[src/design/twim_pkg.sv]
`timescale 1ns / 1ps
`default_nettype none

package twim_pkg;

  // Sample and table geometry.
  localparam int SAMPLE_W    = 16;
  localparam int TABLE_DEPTH = 4096;
  localparam int ADDR_W      = $clog2(TABLE_DEPTH);
  localparam int FRAC_W      = SAMPLE_W - 1;
  localparam int LOW_W       = SAMPLE_W - ADDR_W;

  // Register widths and reset values.
  localparam int CLIP_W    = 15;
  localparam int GAIN_W    = 16;
  localparam int GAIN_FRAC = GAIN_W - 1;
  localparam logic [CLIP_W-1:0] CLIP_RESET = 15'd29491;
  localparam logic [GAIN_W-1:0] WET_RESET  = 16'd0;
  localparam logic [GAIN_W-1:0] DRY_RESET  = 16'd32768;

  // Configuration port.
  localparam int APB_AW = 4;
  localparam int APB_DW = 32;
  localparam int REG_W  = APB_AW - 2;
  localparam logic [REG_W-1:0] REG_CLIP = 2'd0;
  localparam logic [REG_W-1:0] REG_WET  = 2'd1;
  localparam logic [REG_W-1:0] REG_DRY  = 2'd2;

  // Input stream: tdata carries sample_in, entry_index, entry_value; tuser the command.
  localparam int S_DATA_RAW = SAMPLE_W + ADDR_W + SAMPLE_W;
  localparam int S_TDATA_W  = ((S_DATA_RAW + 7) / 8) * 8;
  localparam int IDX_LSB    = SAMPLE_W;
  localparam int VAL_LSB    = SAMPLE_W + ADDR_W;
  localparam logic CMD_SAMPLE = 1'b0;
  localparam logic CMD_WRITE  = 1'b1;

  typedef struct packed {
    logic [CLIP_W-1:0] clip;
    logic [GAIN_W-1:0] wet_gain;
    logic [GAIN_W-1:0] dry_gain;
  } cfg_t;

  // Handoff from the interpolator to the mixer.
  typedef struct packed {
    logic                       valid;
    logic signed [SAMPLE_W-1:0] wet;
    logic signed [SAMPLE_W-1:0] x;
  } wet_t;

endpackage

`default_nettype wire

[src/design/twim_regs.sv]
`timescale 1ns / 1ps
`default_nettype none

module twim_regs import twim_pkg::*; (
  input  logic              clk,
  input  logic              rst,
  input  logic              psel,
  input  logic              penable,
  input  logic              pwrite,
  input  logic [APB_AW-1:0] paddr,
  input  logic [APB_DW-1:0] pwdata,
  output logic [APB_DW-1:0] prdata,
  output logic              pready,
  output cfg_t              cfg
);

  logic             wr;
  logic [REG_W-1:0] reg_idx;

  assign pready  = 1'b1;
  assign wr      = psel & penable & pwrite;
  assign reg_idx = paddr[APB_AW-1:2];

  always_ff @(posedge clk) begin
    if (rst) begin
      cfg.clip     <= CLIP_RESET;
      cfg.wet_gain <= WET_RESET;
      cfg.dry_gain <= DRY_RESET;
    end else if (wr) begin
      case (reg_idx)
        REG_CLIP: cfg.clip     <= pwdata[CLIP_W-1:0];
        REG_WET:  cfg.wet_gain <= pwdata[GAIN_W-1:0];
        REG_DRY:  cfg.dry_gain <= pwdata[GAIN_W-1:0];
        default: begin
        end
      endcase
    end
  end

  always_comb begin
    case (reg_idx)
      REG_CLIP: prdata = {{(APB_DW-CLIP_W){1'b0}}, cfg.clip};
      REG_WET:  prdata = {{(APB_DW-GAIN_W){1'b0}}, cfg.wet_gain};
      REG_DRY:  prdata = {{(APB_DW-GAIN_W){1'b0}}, cfg.dry_gain};
      default:  prdata = '0;
    endcase
  end

endmodule

`default_nettype wire

[config.mk]
export PLATFORM = sky130hd
export DESIGN_NAME = twim_regs
export DESIGN_NICKNAME = d
export VERILOG_FILES = /design/src/design/twim_pkg.sv /design/src/design/twim_regs.sv
export SDC_FILE = /design/constraint.sdc
export NUM_CORES = 1
export LEC_CHECK = 0
export ABC_AREA = 1
export BUFFER_PORTS_ARGS = -buffer_cell sky130_fd_sc_hd__buf_2
export CORE_ASPECT_RATIO = 0.8
export CORE_UTILIZATION = 43
export DETAILED_ROUTE_END_ITERATION = 6
export GPL_ROUTABILITY_DRIVEN = 0
export MAX_ROUTING_LAYER = met4
export PLACE_DENSITY_LB_ADDON = 0.12
export SKIP_CTS_REPAIR_TIMING = 1
export SYNTH_ARGS = -nofsm -noshare
export SYNTH_HDL_FRONTEND = slang
export SYNTH_SLANG_ARGS = --single-unit
[constraint.sdc]
create_clock -name clk -period 2.4 [get_ports clk]
set_input_delay 0.36 -clock clk [delete_from_list [all_inputs] [get_ports clk]]
set_output_delay 0.36 -clock clk [all_outputs]
set_load 0.01 [all_outputs]
After elaboration in Yosys (flattened, before gate mapping):

Cells that the tools add are included.

* register bits after elaboration: 47
* output and inout bits: 80
* bits of input ports: 41

* bitwise logic cells: 2
* reduce and logical (&&, ||, !) cells: 4
* eq/ne operators: 2
* multiplexer cells: 1

Operators by type and width (count)
* case mux 16 bit (3 select lines): 1
* AND reduction 2 bit: 3
* AND 1 bit: 2
* equality test 2 x 1 -> 1 bit, second input constant: 1
* equality test 2 bit, second input constant: 1
* zero test 2 bit: 1

Longest topological paths before layout:

* depth in word-level cells: 3
* gate-level depth with buffers: 7

Least setup slack after synthesis:

Ideal clock, no wire load.

* path kind: input port to output port
* start point: input paddr[3]
* end point: output prdata[10]
* path buffers: 1
* setup slack: 1.037 ns
* data required time: 2.040 ns
* cell stages on the path: 4
* data arrival time: 1.003 ns
* cells stage by stage: nor2_1 -> clkbuf_1 -> nand2_1 -> nand3_1

* word-level cells in the longest chain between the ends: 2
* elaborated cells on any way between the ends: 4
* those cells by class: eq/ne (2); mux (1); reduce/logical (1)

Ends and longest elaborated chain
* from (decl): RTL line twim_regs.sv:10 `input logic [APB_AW-1:0] paddr,`
* equality test 2 bit, or another cell as far along: RTL line twim_regs.sv:41 `case (reg_idx)`
* case mux 16 bit (3 select lines) (*): RTL line twim_regs.sv:41
* to (decl): RTL line twim_regs.sv:12 `output logic [APB_DW-1:0] prdata,`

Every way passes the cells marked *; elsewhere a longest branch is shown, timed or not.

Worst setup path in the final report:

* start point: input paddr[3]
* end point: output prdata[2]

Same word-level chain as after synthesis.

==> impl_metrics.json <==
{
  "r2r_slack_ps": 1780,
  "pwr-share-clk": 0.317,
  "fillers": 574,
  "worstPathArrival_ps": 1350,
  "via_per_inst": 4.66,
  "slowest_delay_ps": 380,
  "ys_types": 15,
  "finalCritPeriodShare": 0.713,
  "crit_type": "input port to output port",
  "dpl.cell_count": 493,
  "crit_top_cell": "buf_2",
  "grt_pass1_vias": 1896,
  "initial_core_util": 0.456,
  "worst_slack_ps": 690,
  "clock-root-buffer": "clkbuf_8",
  "clock_sinks": 47,
  "violations": "DRC",
  "layout-drive-gt1-share": 0.253,
  "power.switching_mw": 0.398,
  "power_frac_comb": 0.142,
  "dr.first_iter.drc_count": 117,
  "crit_required_ps": 2040,
  "grt_usage": 0.217,
  "cp_max_fo": 15,
  "cp_num_buf_inv": 3,
  "fp.dieW_microns": 84.2,
  "finClkSkew_ps": 0,
  "post-dp-hpwl_microns": 3930,
  "fin_nets": 479,
  "dr_total_vias": 2331,
  "final_hold_viol_count": 0,
  "holdCritPathClass": "input port to flip-flop",
  "largest-register": "cfg",
  "outcome": "finished with violations",
  "grt_antenna_before_repair": 0,
  "ant_nets": 0,
  "dr.pass1.iters": 6,
  "synth_edf_count": 0,
  "synth_area_leaders": "dfxtp_1 40%, nand2_1 18%, nand3_1 13%",
  "cp-start-kind": "input port",
  "p_leak_nw": 1.49,
  "ys_warn_count": 0,
  "power_frac_seq": 0.540,
  "tritoncts": "yes",
  "yosysTopAreaCell": "dfxtp_1",
  "endpoint_kind": "output port",
  "clock_latency_ps": 290,
  "netlist.area_leader.share": 0.405,
  "ys_dominant_reg_cell": "dfxtp_1",
  "pin_count": 121,
  "place_area_sq_um": 2730,
  "drv_cap": 0,
  "dieArea_sq_um": 5710,
  "clk_pin_slew_ps": 80,
  "htree_levels": 2,
  "die_height_microns": 67.8,
  "peakVddDrop_mv": 0.298,
  "swShare": 0.266,
  "synthMostInstantiatedCell": "nand2_1",
  "io_buffers": 85,
  "grt_max_degree": 48,
  "async_reset_ff_frac": 0,
  "setup_tns_ps": 0,
  "cts_buffer_depth": 2,
  "reg_top3": "cfg: 47 flops",
  "slew_viol_final": 0,
  "hold_slack_ps": 291,
  "finalNonFillerCells": 500,
  "internal_power_mw": 1.10,
  "largest_reg_flops": 47,
  "synthCells": 360,
  "powerDensity_nw_per_um2": 532,
  "ys_top_cells_by_count": "109 x nand2_1, 78 x nor2_1, 62 x nand3_1",
  "area_delta_synth_final_pct": 21.0,
  "setup_viol": 0,
  "synth-seq-cells": 47,
  "wire_per_inst_microns": 11.5,
  "cpMaxStageDelayCell": "nor2_2",
  "cts_buffers": 5,
  "worstPathCellList": "buf_2 > nor2_2 > buf_12 > nand2_1 > nand3_1 > buf_2",
  "final_cell_area_sq_um": 2810,
  "fmax_mhz": 585,
  "yosysSeqAreaShare": 0.405,
  "p_total_mw": 1.50,
  "path_delay_family": "simple AND/OR/NAND/NOR gates",
  "avgSynthCellArea_sq_um": 6.46,
  "grt-ovfl-total": 0,
  "grt_pass1_wl_microns": 9370,
  "core_area_sq_um": 5090,
  "drc": 14,
  "rows": 23,
  "antenna_cells": 0,
  "fin_crit_ps": 1710,
  "final_util": 0.552,
  "wl_microns": 5730,
  "synth_area_sq_um": 2320,
  "rsz0062_at_grt": "no",
  "dp_slack_ps": 650
}
worst min-delay path, cell delays in order:
cell and delay [ps]:
buf_2 90, nand2_1 40, nand3_1 60
final cells by class:
class                           count  area, sq um  area share
Clock buffer                        6         82.6      0.0293
Tap cell                           62         77.6      0.0276
Inverter                           20         75.1      0.0267
Timing Repair Buffer               93          498       0.177
Sequential cell                    47          941       0.334
Multi-Input combinational cell    271         1130       0.403
Clock inverter                      1         5.00     0.00178
metal layers:
metal	vias up	GRT usage	routed length, microns
met1	1019	0.288	2770
met4	0	0.0453	25
met5	-	-	0
li1	1231	-	-
met3	2	0.0403	324
met2	79	0.348	2620
path summary, 6_finish.rpt:
path	from	to	cells past startpoint
setup / recovery	paddr[3]	prdata[2]	6
hold / removal	pwdata[1]	cfg[33]	3
setup reg to reg	cfg[40]	cfg[40]	2
hold reg to reg	cfg[41]	cfg[41]	2
cell families after synthesis:
logic type,share of synthesized area
buffers and inverters,0.136
AOI/OAI and AO/OA,0.00215
and+or+nand+nor,0.454
other,0.00323
DFF,0.405
power groups by stage:
stage / registers [mW] / logic (mW) / clock network (mW)
floorplan: 0.834 / 0.146 / 0
global placement: 0.827 / 0.212 / 0
detailed placement: 0.827 / 0.213 / 0
CTS: 0.809 / 0.214 / 0.496
global route: 0.812 / 0.240 / 0.527
finish: 0.809 / 0.213 / 0.475
layout by cell type (no fill, tap or decap), drive strengths merged:
master	count
o21ai	1
inv	20
nand2	109
buf	93
nand3	63
clkbuf	6
dfxtp	47
conb	17
nor2	81
clkinv	1
Power figures use the tool's default switching activity.
