[src/design/twim_pkg.sv]
`timescale 1ns / 1ps
`default_nettype none

package twim_pkg;

  // Sample and table geometry.
  localparam int SAMPLE_W    = 16;
  localparam int TABLE_DEPTH = 4096;
  localparam int ADDR_W      = $clog2(TABLE_DEPTH);
  localparam int FRAC_W      = SAMPLE_W - 1;
  localparam int LOW_W       = SAMPLE_W - ADDR_W;

  // Register widths and reset values.
  localparam int CLIP_W    = 15;
  localparam int GAIN_W    = 16;
  localparam int GAIN_FRAC = GAIN_W - 1;
  localparam logic [CLIP_W-1:0] CLIP_RESET = 15'd29491;
  localparam logic [GAIN_W-1:0] WET_RESET  = 16'd0;
  localparam logic [GAIN_W-1:0] DRY_RESET  = 16'd32768;

  // Configuration port.
  localparam int APB_AW = 4;
  localparam int APB_DW = 32;
  localparam int REG_W  = APB_AW - 2;
  localparam logic [REG_W-1:0] REG_CLIP = 2'd0;
  localparam logic [REG_W-1:0] REG_WET  = 2'd1;
  localparam logic [REG_W-1:0] REG_DRY  = 2'd2;

  // Input stream: tdata carries sample_in, entry_index, entry_value; tuser the command.
  localparam int S_DATA_RAW = SAMPLE_W + ADDR_W + SAMPLE_W;
  localparam int S_TDATA_W  = ((S_DATA_RAW + 7) / 8) * 8;
  localparam int IDX_LSB    = SAMPLE_W;
  localparam int VAL_LSB    = SAMPLE_W + ADDR_W;
  localparam logic CMD_SAMPLE = 1'b0;
  localparam logic CMD_WRITE  = 1'b1;

  typedef struct packed {
    logic [CLIP_W-1:0] clip;
    logic [GAIN_W-1:0] wet_gain;
    logic [GAIN_W-1:0] dry_gain;
  } cfg_t;

  // Handoff from the interpolator to the mixer.
  typedef struct packed {
    logic                       valid;
    logic signed [SAMPLE_W-1:0] wet;
    logic signed [SAMPLE_W-1:0] x;
  } wet_t;

endpackage

`default_nettype wire

[src/design/twim_mix.sv]
`timescale 1ns / 1ps
`default_nettype none

// Wet and dry gain products, then sum, scale and saturate into the output register.
module twim_mix import twim_pkg::*; (
  input  logic                clk,
  input  logic                rst,
  input  logic [GAIN_W-1:0]   wet_gain,
  input  logic [GAIN_W-1:0]   dry_gain,
  input  wet_t                in,
  output logic                in_ready,
  output logic                out_valid,
  input  logic                out_ready,
  output logic [SAMPLE_W-1:0] shaped_sample
);

  localparam int PROD_W = SAMPLE_W + GAIN_W + 1;
  localparam int SUM_W  = PROD_W + 1;
  localparam int MIX_W  = SUM_W - GAIN_FRAC;

  logic                     v4;
  logic signed [PROD_W-1:0] pw;
  logic signed [PROD_W-1:0] pd;
  logic signed [SUM_W-1:0]  sum;
  logic [MIX_W-1:0]         mix;
  logic [MIX_W-SAMPLE_W:0]  hi;
  logic [SAMPLE_W-1:0]      sat;
  logic                     r5;

  assign r5       = !out_valid || out_ready;
  assign in_ready = !v4 || r5;

  always_ff @(posedge clk) begin
    if (rst) begin
      v4 <= 1'b0;
    end else if (in_ready) begin
      v4 <= in.valid;
    end
  end

  always_ff @(posedge clk) begin
    if (in_ready) begin
      pw <= in.wet * $signed({1'b0, wet_gain});
      pd <= in.x * $signed({1'b0, dry_gain});
    end
  end

  assign sum = $signed({pw[PROD_W-1], pw}) + $signed({pd[PROD_W-1], pd});
  assign mix = sum[SUM_W-1:GAIN_FRAC];
  assign hi  = mix[MIX_W-1:SAMPLE_W-1];

  // In range when all bits above the sample's sign bit repeat it.
  always_comb begin
    if ((&hi) || !(|hi)) begin
      sat = mix[SAMPLE_W-1:0];
    end else if (mix[MIX_W-1]) begin
      sat = {1'b1, {(SAMPLE_W-1){1'b0}}};
    end else begin
      sat = {1'b0, {(SAMPLE_W-1){1'b1}}};
    end
  end

  always_ff @(posedge clk) begin
    if (rst) begin
      out_valid <= 1'b0;
    end else if (r5) begin
      out_valid <= v4;
    end
  end

  always_ff @(posedge clk) begin
    if (r5) begin
      shaped_sample <= sat;
    end
  end

endmodule

`default_nettype wire

[config.mk]
export PLATFORM = sky130hd
export DESIGN_NAME = twim_mix
export DESIGN_NICKNAME = d
export VERILOG_FILES = /design/src/design/twim_pkg.sv /design/src/design/twim_mix.sv
export SDC_FILE = /design/constraint.sdc
export NUM_CORES = 1
export LEC_CHECK = 0
export ABC_AREA = 0
export BUFFER_PORTS_ARGS = -buffer_cell sky130_fd_sc_hd__buf_4
export CORE_MARGIN = 2
export CORE_UTILIZATION = 45
export CTS_CLUSTER_DIAMETER = 60
export DETAILED_ROUTE_END_ITERATION = 12
export PLACE_DENSITY = 0.62
export SETUP_SLACK_MARGIN = 0.4
export SYNTH_ARGS = -nofsm -noshare
export SYNTH_HDL_FRONTEND = slang
export SYNTH_SLANG_ARGS = --single-unit
[constraint.sdc]
create_clock -name clk -period 19.88 [get_ports clk]
set_clock_uncertainty 0.1 [all_clocks]
set_input_delay 3.976 -clock clk [delete_from_list [all_inputs] [get_ports clk]]
set_output_delay 3.976 -clock clk [all_outputs]
set_load 0.01 [all_outputs]
* Word-level counts from Yosys, hierarchy flattened *
Cells that the tools add are included.

word-level totals
  logic and storage cells = 18
  output and inout bits = 18
  register bits after elaboration = 84

operators by class
  multipliers = 2
  reductions and logical operators = 8
  mux-type cells = 2
  add/subtract/negate cells = 1

operator list
  operator                                        number
  16-bit by 17-bit multiplier with 33-bit output  2
  33-bit by 33-bit adder with 34-bit output       1
  16-bit 2-to-1 mux                               2
  4-bit AND reduction                             1
  4-bit OR reduction                              1
  1-bit logical NOT                               3
  1-bit logical OR                                3

* Longest topological paths before layout *
  depth in word-level cells = 5
  depth in mapped cells = 25
  gate-level depth less buffers = 23

* Worst setup path before layout *
OpenSTA, ideal clock, no wires.

  kind = input-to-reg
  start = in in[17] (netlist bit)
  end = reg pw[30], data pin
  buffers on the path = 2
  path slack = 9.915 ns
  stages on the path = 22
  arrival time = 9.606 ns
  cells stage by stage = clkbuf_1 -> nand2_1 -> fa_1 -> fa_1 -> inv_1 -> fa_1 -> inv_1 -> fa_1 -> fa_1 -> fa_1 -> inv_1 -> ha_1 -> clkbuf_1 -> nand3_1 -> or3_1 -> nand2b_1 -> a21oi_1 -> a2111oi_0 -> nor4_2 -> a21oi_1 -> nor4b_1 -> a211o_1

between the ends
  word-level cells in the longest chain between the ends = 1

RTL lines
  item                                            RTL line        text
  start, declared                                 twim_mix.sv:10  input wet_t in,
  16-bit by 17-bit multiplier with 33-bit output  twim_mix.sv:43  pw <= in.wet * $signed({1'b0, wet_gain});
  end signal, assigned                            twim_mix.sv:43
  end, declared                                   twim_mix.sv:22  logic signed [PROD_W-1:0] pw;

Every way passes these cells.
A chain may end at the register's enable or synchronous reset.

* Final worst setup path *
  start = in wet_gain[10]
  end = reg pw[30], data pin

between the ends
  word-level cells in the longest chain between the ends = 1

RTL lines
  item                                            RTL line        text
  start, declared                                 twim_mix.sv:8   input logic [GAIN_W-1:0] wet_gain,
  16-bit by 17-bit multiplier with 33-bit output  twim_mix.sv:43

Every way passes these cells.

==> impl_metrics.env <==
export IMPL_run_status="complete, no violations"
export IMPL_ys_seq_area_frac=0.117
export IMPL_drv_cap=0
export IMPL_holdPathEnd="out_valid"
export IMPL_yosys_warnings=0
export IMPL_wl_met3_um=2140
export IMPL_boundaryPins=86
export IMPL_portBuffers=85
export IMPL_r2r_slack_ps=15770
export IMPL_synth_seq_cells=84
export IMPL_synthCells=2310
export IMPL_rsz0062_at_grt="no"
export IMPL_fmax_mhz=98.5
export IMPL_crit_chain="buf_4 -> and2_1 -> fa_1 -> inv_1 -> fa_1 -> inv_1 -> fa_1 -> fa_1 -> fa_1 -> inv_1 -> fa_1 -> inv_1 -> ha_1 -> a21o_1 -> a21oi_1 -> o21ai_0 -> a21oi_1 -> a2111oi_0 -> nor4_2 -> a21oi_1 -> nor4b_1 -> a211o_1"
export IMPL_synth_flop_cell="edfxtp_1"
export IMPL_async_reset_ff_frac=0
export IMPL_rows=80
export IMPL_r2r_cells=10
export IMPL_track_usage=0.208
export IMPL_cts_tree="built"
export IMPL_highest_layer="met4"
export IMPL_viasPerCell=5.26
export IMPL_synth_edff_count=82
export IMPL_setup_violations=0
export IMPL_synthDistinctLibCells=63
export IMPL_wire_per_inst_um=16.5
export IMPL_initialDrtViolationCount=865
export IMPL_die_h_um=222
export IMPL_maxSlewHeadroom=0.363
export IMPL_htreeDepth=3
export IMPL_avgSynthCellArea_sq_um=9.29
export IMPL_final_nets=3068
export IMPL_grt_pass1_wl_um=83000
export IMPL_post_route_min_period_ps=10160
export IMPL_grt_start_max_net_pins=44
export IMPL_clock_latency_ps=340
export IMPL_r2r_start="pw[13]"
export IMPL_ant_nets=0
export IMPL_crit_arrival_ps=10150
export IMPL_cts_sinks=84
export IMPL_whs_path_depth=2
export IMPL_wl_um=48800
export IMPL_worstMarginPinSlew_ps=956
export IMPL_gr_total_overflow=0
export IMPL_syn_area_sq_um=21500
export IMPL_coreArea_sq_um=47400
export IMPL_die_w_um=222
export IMPL_fin_crit_sh=0.511
export IMPL_drive_gt1_frac=0.0483
export IMPL_wl_met2_um=24700
export IMPL_final_setup_tns_ps=0
export IMPL_area_growth_pct=6.76
export IMPL_worst_setup_path_end_kind="register"
export IMPL_required_ps=19870
export IMPL_path_clk_slew_ps=60
export IMPL_r2r_end="shaped_sample[7]"
export IMPL_die_area_sq_um=49400
export IMPL_synthesis_nets=3042
export IMPL_cts_hold_buffers=0
export IMPL_cts_resized=0
export IMPL_drtPass1Iterations=6
export IMPL_hold_path_class="reg2reg"
export IMPL_start_kind="primary input"
export IMPL_cp_slowest_stage_delay_ps=670
export IMPL_dp_hpwl_um=39900
export IMPL_critical_path_slowest_cell="a2111oi_0"
export IMPL_cts_setup_buffers=0
export IMPL_path_common_cell="fa_1"
export IMPL_gp_congestion=0.859
export IMPL_slew_viol_final=0
export IMPL_start_util=0.452
export IMPL_vias=15500
export IMPL_wl_met1_um=20900
export IMPL_worst_path_max_fanout=16
export IMPL_numCtsBuffers=9
export IMPL_drc=0
export IMPL_cts_path_max_buffers=2
export IMPL_critPathKind="in2reg"
export IMPL_cts_root_buf="clkbuf_16"
export IMPL_antenna_found_initial=0
export IMPL_grt_pass1_vias=16700
export IMPL_min_delay_start="v4"
export IMPL_hold_violations=0
==> flip-flops by register name, summed over array words and instances (netlist names) <==
signal / count
pd: 33
pw: 33
shaped_sample: 16
out_valid: 1
v4: 1
==> Yosys cell counts, types with 8 or more instances <==
cell type	n	share of area
nor2b_1	11	0.0032
o21bai_1	25	0.0087
inv_1	506	0.089
nand3_1	13	0.0030
nand2b_1	21	0.0061
xor2_1	22	0.0090
nand4_1	10	0.0029
nor3_1	12	0.0028
ha_1	276	0.16
a21oi_1	74	0.017
o21a_1	8	0.0028
and2_1	233	0.068
o21ai_0	43	0.010
nand2_1	286	0.050
fa_1	388	0.36
edfxtp_1	82	0.11
clkbuf_1	66	0.012
a211oi_1	9	0.0031
xnor2_1	51	0.021
nor2_1	58	0.010
a21o_1	25	0.0087
==> kinds of logic after synthesis <==
logic type               count (synthesis)  share of synthesized area
AO/OA/AOI/OAI                          236                     0.0718
XOR/XNOR                                73                     0.0298
adder cells (fa/ha/maj)                664                      0.523
buffers and inverters                  579                      0.102
flip-flops                              84                      0.117
multiplexers                             1                   0.000466
AND/OR/NAND/NOR                        673                      0.156
==> stage by stage <==
stage	util	area [sq um]	setup slack, ps	cells	hold slack (ps)
after floorplan	-	21500	9910	2310	363
after global placement	0.476	22600	9540	2940	400
after detailed placement	0.476	22600	9450	2940	406
after CTS	0.483	22900	9800	2956	418
after global routing	0.483	22900	9410	2956	485
final	0.483	22900	9720	2957	417
==> worst max-delay path by stage <==
| stage | start | to | depth (start not counted) |
|---|---|---|---|
| after floorplan | in[17] | pw[30] | 22 |
| after global placement | wet_gain[11] | pw[30] | 22 |
| after detailed placement | wet_gain[10] | pw[30] | 22 |
| after CTS | wet_gain[10] | pw[30] | 22 |
| after global routing | wet_gain[10] | pw[30] | 22 |
| final | wet_gain[10] | pw[30] | 22 |
==> cell usage in the layout (no fill, tap or decap), types with 13 or more instances in the layout <==
master and instances:
and2_1 233, xor2_1 22, edfxtp_1 82, a21o_1 25
nand3_1 13, fa_1 388, xnor2_1 51, inv_1 506
ha_1 276, nand2b_1 21, buf_4 87, o21bai_1 25
nor2_1 58, o21ai_0 43, a21oi_1 74, nand2_1 285
==> metal layers <==
metal,track usage,up-vias
met3,0.0268,56
met2,0.364,343
li1,-,7195
met4,0.0472,0
met5,0,-
met1,0.275,7955
==> cell type report <==
class                           instances  area, sq um
Fill cell                            4559        24500
Multi-Input combinational cell       1647        16800
Sequential cell                        84         2500
Inverter                              507         1900
Tap cell                              615          769
Timing Repair Buffer                   87          653
Clock buffer                           10          229
Clock inverter                          6         78.8
Antenna cell                            1         2.50
==> critical path: cells and delay by family <==
kind / cells / cell delay [ps]
simple gates: 3 / 460
fa+ha+maj: 7 / 3320
compound gates: 7 / 1980
buf+inv: 5 / 390
Power is left out: the tool's default activity adds up to more than one toggle a clock period on the data nets, which glitch-free logic cannot reach.
