<file path="config.mk">
export PLATFORM = sky130hd
export DESIGN_NAME = twim_interp
export DESIGN_NICKNAME = d
export VERILOG_FILES = /design/src/design/twim_pkg.sv /design/src/design/twim_interp.sv
export SDC_FILE = /design/constraint.sdc
export NUM_CORES = 1
export LEC_CHECK = 0
export BUFFER_PORTS_ARGS = -buffer_cell sky130_fd_sc_hd__buf_2
export CAP_MARGIN = 10
export CELL_PAD_IN_SITES_DETAIL_PLACEMENT = 0
export CELL_PAD_IN_SITES_GLOBAL_PLACEMENT = 2
export CORE_UTILIZATION = 41
export CTS_BUF_LIST = sky130_fd_sc_hd__clkbuf_2 sky130_fd_sc_hd__clkbuf_4 sky130_fd_sc_hd__clkbuf_8
export CTS_CLUSTER_DIAMETER = 40
export DETAILED_ROUTE_END_ITERATION = 12
export PLACE_DENSITY = 0.86
export SYNTH_ARGS = -nofsm -noshare
export SYNTH_HDL_FRONTEND = slang
export SYNTH_SLANG_ARGS = --single-unit
</file>
<file path="constraint.sdc">
create_clock -name clk -period 10 [get_ports clk]
set_input_delay 0.5 -clock clk [delete_from_list [all_inputs] [get_ports clk]]
set_output_delay 0.5 -clock clk [all_outputs]
set_load 0.01 [all_outputs]
</file>
<file path="src/design/twim_pkg.sv">
`timescale 1ns / 1ps
`default_nettype none

package twim_pkg;

  // Sample and table geometry.
  localparam int SAMPLE_W    = 16;
  localparam int TABLE_DEPTH = 4096;
  localparam int ADDR_W      = $clog2(TABLE_DEPTH);
  localparam int FRAC_W      = SAMPLE_W - 1;
  localparam int LOW_W       = SAMPLE_W - ADDR_W;

  // Register widths and reset values.
  localparam int CLIP_W    = 15;
  localparam int GAIN_W    = 16;
  localparam int GAIN_FRAC = GAIN_W - 1;
  localparam logic [CLIP_W-1:0] CLIP_RESET = 15'd29491;
  localparam logic [GAIN_W-1:0] WET_RESET  = 16'd0;
  localparam logic [GAIN_W-1:0] DRY_RESET  = 16'd32768;

  // Configuration port.
  localparam int APB_AW = 4;
  localparam int APB_DW = 32;
  localparam int REG_W  = APB_AW - 2;
  localparam logic [REG_W-1:0] REG_CLIP = 2'd0;
  localparam logic [REG_W-1:0] REG_WET  = 2'd1;
  localparam logic [REG_W-1:0] REG_DRY  = 2'd2;

  // Input stream: tdata carries sample_in, entry_index, entry_value; tuser the command.
  localparam int S_DATA_RAW = SAMPLE_W + ADDR_W + SAMPLE_W;
  localparam int S_TDATA_W  = ((S_DATA_RAW + 7) / 8) * 8;
  localparam int IDX_LSB    = SAMPLE_W;
  localparam int VAL_LSB    = SAMPLE_W + ADDR_W;
  localparam logic CMD_SAMPLE = 1'b0;
  localparam logic CMD_WRITE  = 1'b1;

  typedef struct packed {
    logic [CLIP_W-1:0] clip;
    logic [GAIN_W-1:0] wet_gain;
    logic [GAIN_W-1:0] dry_gain;
  } cfg_t;

  // Handoff from the interpolator to the mixer.
  typedef struct packed {
    logic                       valid;
    logic signed [SAMPLE_W-1:0] wet;
    logic signed [SAMPLE_W-1:0] x;
  } wet_t;

endpackage

`default_nettype wire

</file>
<file path="src/design/twim_interp.sv">
`timescale 1ns / 1ps
`default_nettype none

// Clip and address generation, then two stages of linear interpolation.
module twim_interp import twim_pkg::*; (
  input  logic                       clk,
  input  logic                       rst,
  input  logic [CLIP_W-1:0]          clip,
  input  logic                       in_valid,
  input  logic signed [SAMPLE_W-1:0] sample_in,
  output logic                       in_ready,
  output logic                       rd_en,
  output logic [ADDR_W-1:0]          raddr_a,
  output logic [ADDR_W-1:0]          raddr_b,
  input  logic [SAMPLE_W-1:0]        rdata_a,
  input  logic [SAMPLE_W-1:0]        rdata_b,
  output wet_t                       out,
  input  logic                       out_ready
);

  localparam int PROD_W = 2 * SAMPLE_W + 1;
  localparam int SH_W   = PROD_W - FRAC_W;

  logic signed [SAMPLE_W:0]   x_ext;
  logic signed [SAMPLE_W:0]   c_pos;
  logic signed [SAMPLE_W:0]   c_neg;
  logic signed [SAMPLE_W:0]   t;
  logic [SAMPLE_W-1:0]        u;
  logic [FRAC_W-1:0]          f;

  logic                       v1;
  logic [FRAC_W-1:0]          f1;
  logic signed [SAMPLE_W-1:0] x1;

  logic                       v2;
  logic signed [PROD_W-1:0]   prod2;
  logic signed [SAMPLE_W-1:0] a2;
  logic signed [SAMPLE_W-1:0] x2;

  logic signed [SAMPLE_W:0]   diff;
  logic signed [SH_W-1:0]     wet_sum;
  logic                       r2;
  logic                       r3;

  assign x_ext = {sample_in[SAMPLE_W-1], sample_in};
  assign c_pos = $signed({2'b00, clip});
  assign c_neg = -c_pos;

  always_comb begin
    if (x_ext >= c_pos) begin
      t = c_pos;
    end else if (x_ext <= c_neg) begin
      t = c_neg;
    end else begin
      t = x_ext;
    end
  end

  // Offsetting by half scale flips the sign bit; the top bits index the table
  // and the rest become the interpolation fraction.
  assign u       = {~t[SAMPLE_W-1], t[SAMPLE_W-2:0]};
  assign raddr_a = u[SAMPLE_W-1 -: ADDR_W];
  assign raddr_b = (raddr_a == ADDR_W'(TABLE_DEPTH - 1)) ? raddr_a : raddr_a + 1'b1;
  assign f       = {u[LOW_W-1:0], {(ADDR_W-1){1'b0}}};

  assign r3       = !out.valid || out_ready;
  assign r2       = !v2 || r3;
  assign in_ready = !v1 || r2;
  assign rd_en    = in_ready;

  // A table write is stored at its accept edge, before any later sample reads it, so no bypass.
  always_ff @(posedge clk) begin
    if (rst) begin
      v1 <= 1'b0;
    end else if (in_ready) begin
      v1 <= in_valid;
    end
  end

  always_ff @(posedge clk) begin
    if (in_ready) begin
      f1 <= f;
      x1 <= sample_in;
    end
  end

  assign diff = $signed({rdata_b[SAMPLE_W-1], rdata_b}) - $signed({rdata_a[SAMPLE_W-1], rdata_a});

  always_ff @(posedge clk) begin
    if (rst) begin
      v2 <= 1'b0;
    end else if (r2) begin
      v2 <= v1;
    end
  end

  always_ff @(posedge clk) begin
    if (r2) begin
      prod2 <= diff * $signed({1'b0, f1});
      a2    <= $signed(rdata_a);
      x2    <= x1;
    end
  end

  // The interpolated value always lies between the two entries, so it fits.
  assign wet_sum = $signed({{(SH_W-SAMPLE_W){a2[SAMPLE_W-1]}}, a2})
                 + $signed(prod2[PROD_W-1:FRAC_W]);

  always_ff @(posedge clk) begin
    if (rst) begin
      out.valid <= 1'b0;
    end else if (r3) begin
      out.valid <= v2;
    end
  end

  always_ff @(posedge clk) begin
    if (r3) begin
      out.wet <= $signed(wet_sum[SAMPLE_W-1:0]);
      out.x   <= x2;
    end
  end

endmodule

`default_nettype wire

</file>
# [Word-level counts from Yosys, hierarchy flattened]
# Cells that the tools add are included.
[word_totals] ff_bits=118 in_bits=67 word_cells=28
[op_classes] addsub=4 mul=1 magnitude_cmp=2 n_eq_ne=1 mux=3 n_bitwise=1 n_reduce_logical=6
[ops] cell="$mux 16" n=2
[ops] cell="$mul 17x5->20" n=1
[ops] cell="$le 16x17->1" n=1
[ops] cell="$neg 15->17" n=1
[ops] cell="$sub 16x16->17" n=1
[ops] cell="$add 16x16->16" n=1
[ops] cell="$ge 16x16->1" n=1
[ops] cell="$add 12x1->12 const B" n=1
[ops] cell="$eq 12x12->1 const B" n=1
[ops] cell="$mux 12" n=1
[ops] cell="$logic_not 1->1" n=3
[ops] cell="$logic_or 1x1->1" n=3
[ops] cell="$not 1->1" n=1

# [Depth between registers and ports, before layout]
# Gate-level depths: netlist (run 1).
[depth] word_depth=7 mapped_depth=26 depth_no_buf=26

# [Least setup slack after synthesis (run 1)]
# OpenSTA, ideal clock, no wires.
[synth_timing] path_kind="input to register" from="input port rdata_b[0]" to="register prod2[30] (data pin)" t_arrival_ns=5.397 t_required_ns=9.734 setup_slack_ns=4.337 stages=26 path_buffers=0 cell_sequence="inv_1 > ha_1 > fa_1 > nor2b_1 > o21ai_0 > a21boi_1 > o21ai_0 > nor2b_1 > xnor2_1 > and2_1 > ha_1 > fa_1 > inv_1 > fa_1 > inv_1 > ha_1 > a21o_1 > a21o_1 > a21o_1 > a21oi_1 > o21ai_1 > a31oi_1 > o21ai_1 > nor4_1 > a311oi_1 > xor2_1"
[synth_via] elab_chain_cells=2
[synth_rtl] item="start: declaration" line_no="twim_interp.sv:16" text="input logic [SAMPLE_W-1:0] rdata_b,"
[synth_rtl] item="$sub 16x16->17" line_no="twim_interp.sv:87" text="assign diff = $signed({rdata_b[SAMPLE_W-1], rdata_b}) - $signed({rdata_a[SAMPLE_W-1], rdata_a});"
[synth_rtl] item="$mul 17x5->20" line_no="twim_interp.sv:99" text="prod2 <= diff * $signed({1'b0, f1});"
[synth_rtl] item="end signal: assignment" line_no="twim_interp.sv:99"
[synth_rtl] item="end: declaration" line_no="twim_interp.sv:36" text="logic signed [PROD_W-1:0] prod2;"
# Every way passes these cells.
# A chain may end at the register's enable or synchronous reset.

# [Worst setup path in the final report (run 1)]
[layout_timing] from="input port rdata_a[1]" to="register prod2[30] (data pin)"
[layout_via] elab_chain_cells=2
[layout_rtl] item="start: declaration" line_no="twim_interp.sv:15" text="input logic [SAMPLE_W-1:0] rdata_a,"
[layout_rtl] item="$sub 16x16->17" line_no="twim_interp.sv:87"
[layout_rtl] item="$mul 17x5->20" line_no="twim_interp.sv:99"
# Every way passes these cells.

==> results of run 1 <==
-- flip-flops by register name (all words and copies together) (netlist names) --
register	cells
x2	16
a2	16
out	33
v2	1
v1	1
f1	4
x1	16
prod2	16
-- layer usage --
| metal | track usage, % | vias to the layer above | wire length (um) | share of wire, % |
|---|---|---|---|---|
| li1 | - | 3188 | - | - |
| met1 | 21.1 | 2833 | 8440 | 47 |
| met2 | 30.2 | 106 | 8510 | 48 |
| met3 | 2.50 | 13 | 619 | 3.5 |
| met4 | 5.00 | 0 | 204 | 1.1 |
| met5 | 0 | - | 0 | 0 |
-- power by group through the flow --
stage	Combinational [mW]	Sequential, mW	Clock (mW)
final	0.979	0.651	0.259
after floorplan	0.756	0.673	0
after detailed placement	0.989	0.663	0
after global placement	0.986	0.661	0
after global routing	1.13	0.661	0.286
after CTS	0.995	0.654	0.272
-- worst max-delay path: stages --
cell and delay (ps):
buf_2 110, inv_1 40, ha_1 270, nor2b_1 120, o21ai_0 200, a21boi_0 150, o21ai_0 250, a21oi_1 150
a21o_1 210, xor2_1 250, and2_1 180, ha_1 250, fa_1 530, inv_1 50, fa_1 520, inv_1 40
ha_1 330, a21o_1 190, a21o_1 180, a21o_1 190, a21oi_1 130, o21ai_1 120, a31oi_1 350, o21ai_1 180
nor4_1 260, a311oi_1 90, xor2_1 180
-- cell usage after synthesis (20+ instances only) --
cell type and count:
inv_1 109, edfxtp_1 100, ha_1 99, nor2_1 53, and2_1 52, nand2_1 52, xnor2_1 39, a21oi_1 35
fa_1 33, o21ai_0 24, nor2b_1 22, nand3_1 20
-- cell type report --
class,instances,area [sq um]
clock buffer,9,124
clock inverter,7,72.6
fill,2038,10800
inverter,110,413
multi-input combinational,613,5070
sequential,103,3060
tap,270,338
timing repair buffer,130,663
-- how the worst max path moves through the flow --
stage / to / slack [ps] / cells after the start
after floorplan: prod2[30]$_DFFE_PP_ / 4340 / 26
after global placement: prod2[30]$_DFFE_PP_ / 3750 / 27
after detailed placement: prod2[30]$_DFFE_PP_ / 3660 / 27
after CTS: prod2[30]$_DFFE_PP_ / 4080 / 27
after global routing: prod2[30]$_DFFE_PP_ / 3680 / 27
final: prod2[30]$_DFFE_PP_ / 4110 / 27
-- logic make-up (layout without fill, tap and decap cells) --
logic type                 count (synthesis)  after routing  synth area share, %
DFF                                      103            103                 35.1
muxes                                     19             19                 2.33
AOI/OAI and AO/OA                        135            135                 11.3
buffers and inverters                    134            256                 6.69
xor gates and xnor gates                  53             53                 5.33
and+or+nand+nor                          274            274                 17.4
adders and majority gates                132            132                 21.8
-- per-stage QoR --
step	setup WS, ps	cells
floorplan	4340	850
finish	4110	1242
global route	3680	1242
detailed placement	3660	1226
CTS	4080	1242
global placement	3750	1226
==> results.yml, run 1 <==
worst_setup_path:
  crit_path_end_kind: "flop"
  worstReg2RegEnd: "prod2[30]$_DFFE_PP_"
  r2r_start: "f1[13]$_DFFE_PP_"
  cp-startpoint: "rdata_a[1]"
  critPathLaunchType: "input port"
  crit_required_ps: 10140
  reg2reg_depth: 17
  critPathMaxFanout: 4
  worstPathArrival_ps: 6030
  regToRegSetupSlack_ps: 5230
  crit_type: "in -> reg"
cells_and_area:
  design_area_sq_um: 9740
  final_util_pct: 47.4
  final_cell_mix: "buf_2 (125), inv_1 (108), edfxtp_1 (100)"
  layout.nets: 1166
  mostFrequentLayoutCell: "buf_2"
  drive_gt1_share_pct: 18.5
  diodes: 0
  synthToLayoutAreaGrowth_pct: 11.8
global_route:
  antenna_found_initial: 0
  grt_max_degree: 49
  grtUsageTotal_pct: 16.9
  grt_overflow: 0
  grt_pass1_wl_mm: 29.5
  grt_pass1_vias: 6230
detailed_routing:
  routed_wl_mm: 17.8
  route.antenna.remaining_nets: 0
  viasPerCell: 4.94
  route.detailed.drc: 0
  first_pass_iters: 6
  wl_per_cell_um: 14.3
  num_vias: 6140
  drt-initial-drc-count: 159
yosys:
  synth_edf_count: 100
  synth_area_sq_um: 8720
  synth-async-reset-ratio_pct: 0
  ys_seq_area_share_pct: 35.1
  synth_fp_nets: 1049
  netlist_top_cells_area: "edfxtp_1 (34%), ha_1 (14%), fa_1 (7.6%), inv_1 (4.7%), xnor2_1 (3.9%)"
  ys.flop_type: "edfxtp_1"
  synth_top_cell_by_area: "edfxtp_1"
  ys_seq_elements: 103
  syn_inst: 850
  ys_warn_count: 0
  synth_top_area_share_pct: 34.5
  postSynthAreaPerCell_sq_um: 10.3
  synth_cell_types: 79
power:
  p_int_mw: 1.16
  combPwrFrac_pct: 51.8
  seqPwrFrac_pct: 34.5
  p_sw_mw: 0.727
  p_sw_share_pct: 38.5
  peakVddDrop_uv: 59.7
  clkPwrFrac_pct: 13.7
  p_per_area_nw_per_um2: 194
  design_power_total_mw: 1.89
  p_leak_nw: 4.60
clocking:
  cts_setup_buffers: 0
  tritoncts: "done"
  clockRootBuffer: "clkbuf_8"
  worstSkewPairLatency_ps: 390
  cts_resized: 0
  cts_buffers: 9
  cts_buffer_depth: 2
  clk_pin_slew_ps: 120
  clock-sinks: 103
  h-tree-depth: 3
  cts_hold_buf: 0
die:
  dieHeight_um: 148
  coreArea_sq_um: 20600
  die_area_sq_um: 21800
  dieWidth_um: 148
  initial_core_util_pct: 42.4
  rows: 52
  io_pins: 126
timing:
  period_share_pct: 58.9
  setup_tns_ps: 0
  hold_ws_ps: 293
  rsz0062_at_grt: "no"
  layout_min_cycle_time_ps: 5890
  setup_violations: 0
  clock_skew_ps: 14.7
  worst_pin_slew_ps: 1070
  hold_viol: 0
  fmax_mhz: 170
  finalMaxSlewViolations: 0
  relSlewSlack_pct: 28.7
run_status:
  status: "finished, final reports clean"
place:
  portBuffers: 125
  place_area_sq_um: 9550
  place_congestion: 0.776
  dpl.hpwl_mm: 14.4
hold_path:
  hold-path-cell-count: 2
  min_to: "v2$_SDFFE_PP0P_"
  hold_class: "in -> reg"
  hold_path.startpoint: "rst"
flow_run:
  maxCapViolations: 0
No activity file was read; power rests on OpenSTA's default activity.
==> inputs of run 2 (changes only) <==
Settings changed: CORE_UTILIZATION 41 to 38, PLACE_DENSITY 0.86 to 0.8.
Clock period 10 ns to 6 ns, I/O delays scaled along.
==> results.yml, run 2 (synthesized netlist as in run 1, its figures left out) <==
run_status:
  status: "finished, final reports clean"
timing:
  hold_viol: 0
  rsz0062_at_grt: "no"
  setup_violations: 0
  hold_ws_ps: 97.8
  layout_min_cycle_time_ps: 5510
  setup_tns_ps: 0
  clock_skew_ps: 13.6
  period_share_pct: 91.9
  finalMaxSlewViolations: 0
  relSlewSlack_pct: 30.0
  worst_pin_slew_ps: 1050
  fmax_mhz: 181
clocking:
  worstSkewPairLatency_ps: 390
  h-tree-depth: 3
  cts_setup_buffers: 0
  cts_buffer_depth: 2
  cts_hold_buf: 0
  cts_resized: 0
  clockRootBuffer: "clkbuf_8"
  cts_buffers: 9
  clk_pin_slew_ps: 110
  clock-sinks: 103
  tritoncts: "done"
global_route:
  grt_pass1_vias: 6386
  grt_pass1_wl_mm: 30.8
  grt_max_degree: 49
  grtUsageTotal_pct: 16.3
  grt_overflow: 0
  antenna_found_initial: 0
power:
  p_sw_mw: 1.22
  peakVddDrop_uv: 140
  p_sw_share_pct: 37.9
  p_leak_nw: 4.65
  design_power_total_mw: 3.22
  clkPwrFrac_pct: 14.5
  combPwrFrac_pct: 51.8
  p_per_area_nw_per_um2: 327
  p_int_mw: 2.00
  seqPwrFrac_pct: 33.7
worst_setup_path:
  crit_type: "in -> reg"
  critPathMaxFanout: 4
  crit_path_end_kind: "flop"
  cp_slowest_stage_delay_ps: 530
  cpLargestDelayFamily: "adder cells"
  worstPathArrival_ps: 5650
  crit_buf_inv: 3
  critPathLaunchType: "input port"
  crit_required_ps: 6140
  slowest_stage: "fa_1"
hold_path:
  hold_class: "in -> reg"
die:
  dieWidth_um: 153
  die_area_sq_um: 23500
  io_pins: 126
  dieHeight_um: 153
  initial_core_util_pct: 38.6
  rows: 55
  coreArea_sq_um: 22600
cells_and_area:
  layout.nets: 1175
  final_cell_mix: "buf_2 (125), inv_1 (108), edfxtp_1 (100)"
  largest_register_ffs: 33
  diodes: 0
  mostFrequentLayoutCell: "buf_2"
  largest_register: "out"
  drive_gt1_share_pct: 19.3
  synthToLayoutAreaGrowth_pct: 12.9
detailed_routing:
  drt-initial-drc-count: 203
  first_pass_iters: 4
  viasPerCell: 4.90
  num_vias: 6202
  routed_wl_mm: 18.2
  route.detailed.drc: 0
  wl_per_cell_um: 14.4
  route.antenna.remaining_nets: 0
place:
  place_congestion: 0.798
  dpl.hpwl_mm: 14.7
  portBuffers: 125
flow_run:
  maxCapViolations: 0
-- run 2: path summary, 6_finish.rpt --
| path | from | endpoint | slack (ps) | cells after the start |
|---|---|---|---|---|
| max | rdata_a[0] | prod2[30]$_DFFE_PP_ | 490 | 26 |
| min reg2reg | x1[6]$_DFFE_PP_ | x2[6]$_DFFE_PP_ | 420 | 0 |
| min | rst | out[32]$_SDFFE_PP0P_ | 100 | 2 |
| max reg2reg | f1[13]$_DFFE_PP_ | prod2[30]$_DFFE_PP_ | 1330 | 17 |
-- run 2: routing by layer --
metal | routed length (um) | part of all wire (%) | track usage, % | vias to the layer above
li1 | - | - | - | 3203
met1 | 8660 | 48 | 20.6 | 2889
met2 | 8740 | 48 | 29.0 | 102
met3 | 640 | 3.5 | 2.98 | 8
met4 | 150 | 0.82 | 3.29 | 0
met5 | 0 | 0 | 0 | -
-- run 2: cell type report --
| cell class | count | area, sq um |
|---|---|---|
| clock inverters | 7 | 85.1 |
| fillers | 2190 | 12700 |
| multi-input cells | 613 | 5070 |
| well taps | 285 | 357 |
| clock buffers | 9 | 124 |
| inverters | 110 | 413 |
| repair buffers | 139 | 731 |
| flip-flops and latches | 103 | 3060 |
-- run 2: through the flow --
step           utilization, %  area, sq um  setup slack (ps)  cells
2_1_floorplan               -         8720               537    850
3_3_place_gp             42.7         9630              98.9   1250
3_5_place_dp             42.7         9630              3.00   1250
4_1_cts                  43.6         9840               427   1266
5_1_grt                  43.6         9840              17.9   1266
6_report                 43.6         9840               485   1266
-- run 2: power groups by stage --
stage	clock network [mW]	logic (mW)	registers, mW
6_report	0.466	1.67	1.09
3_3_place_gp	0	1.68	1.10
3_5_place_dp	0	1.69	1.11
4_1_cts	0.487	1.69	1.09
2_1_floorplan	0	1.26	1.12
5_1_grt	0.512	1.92	1.10
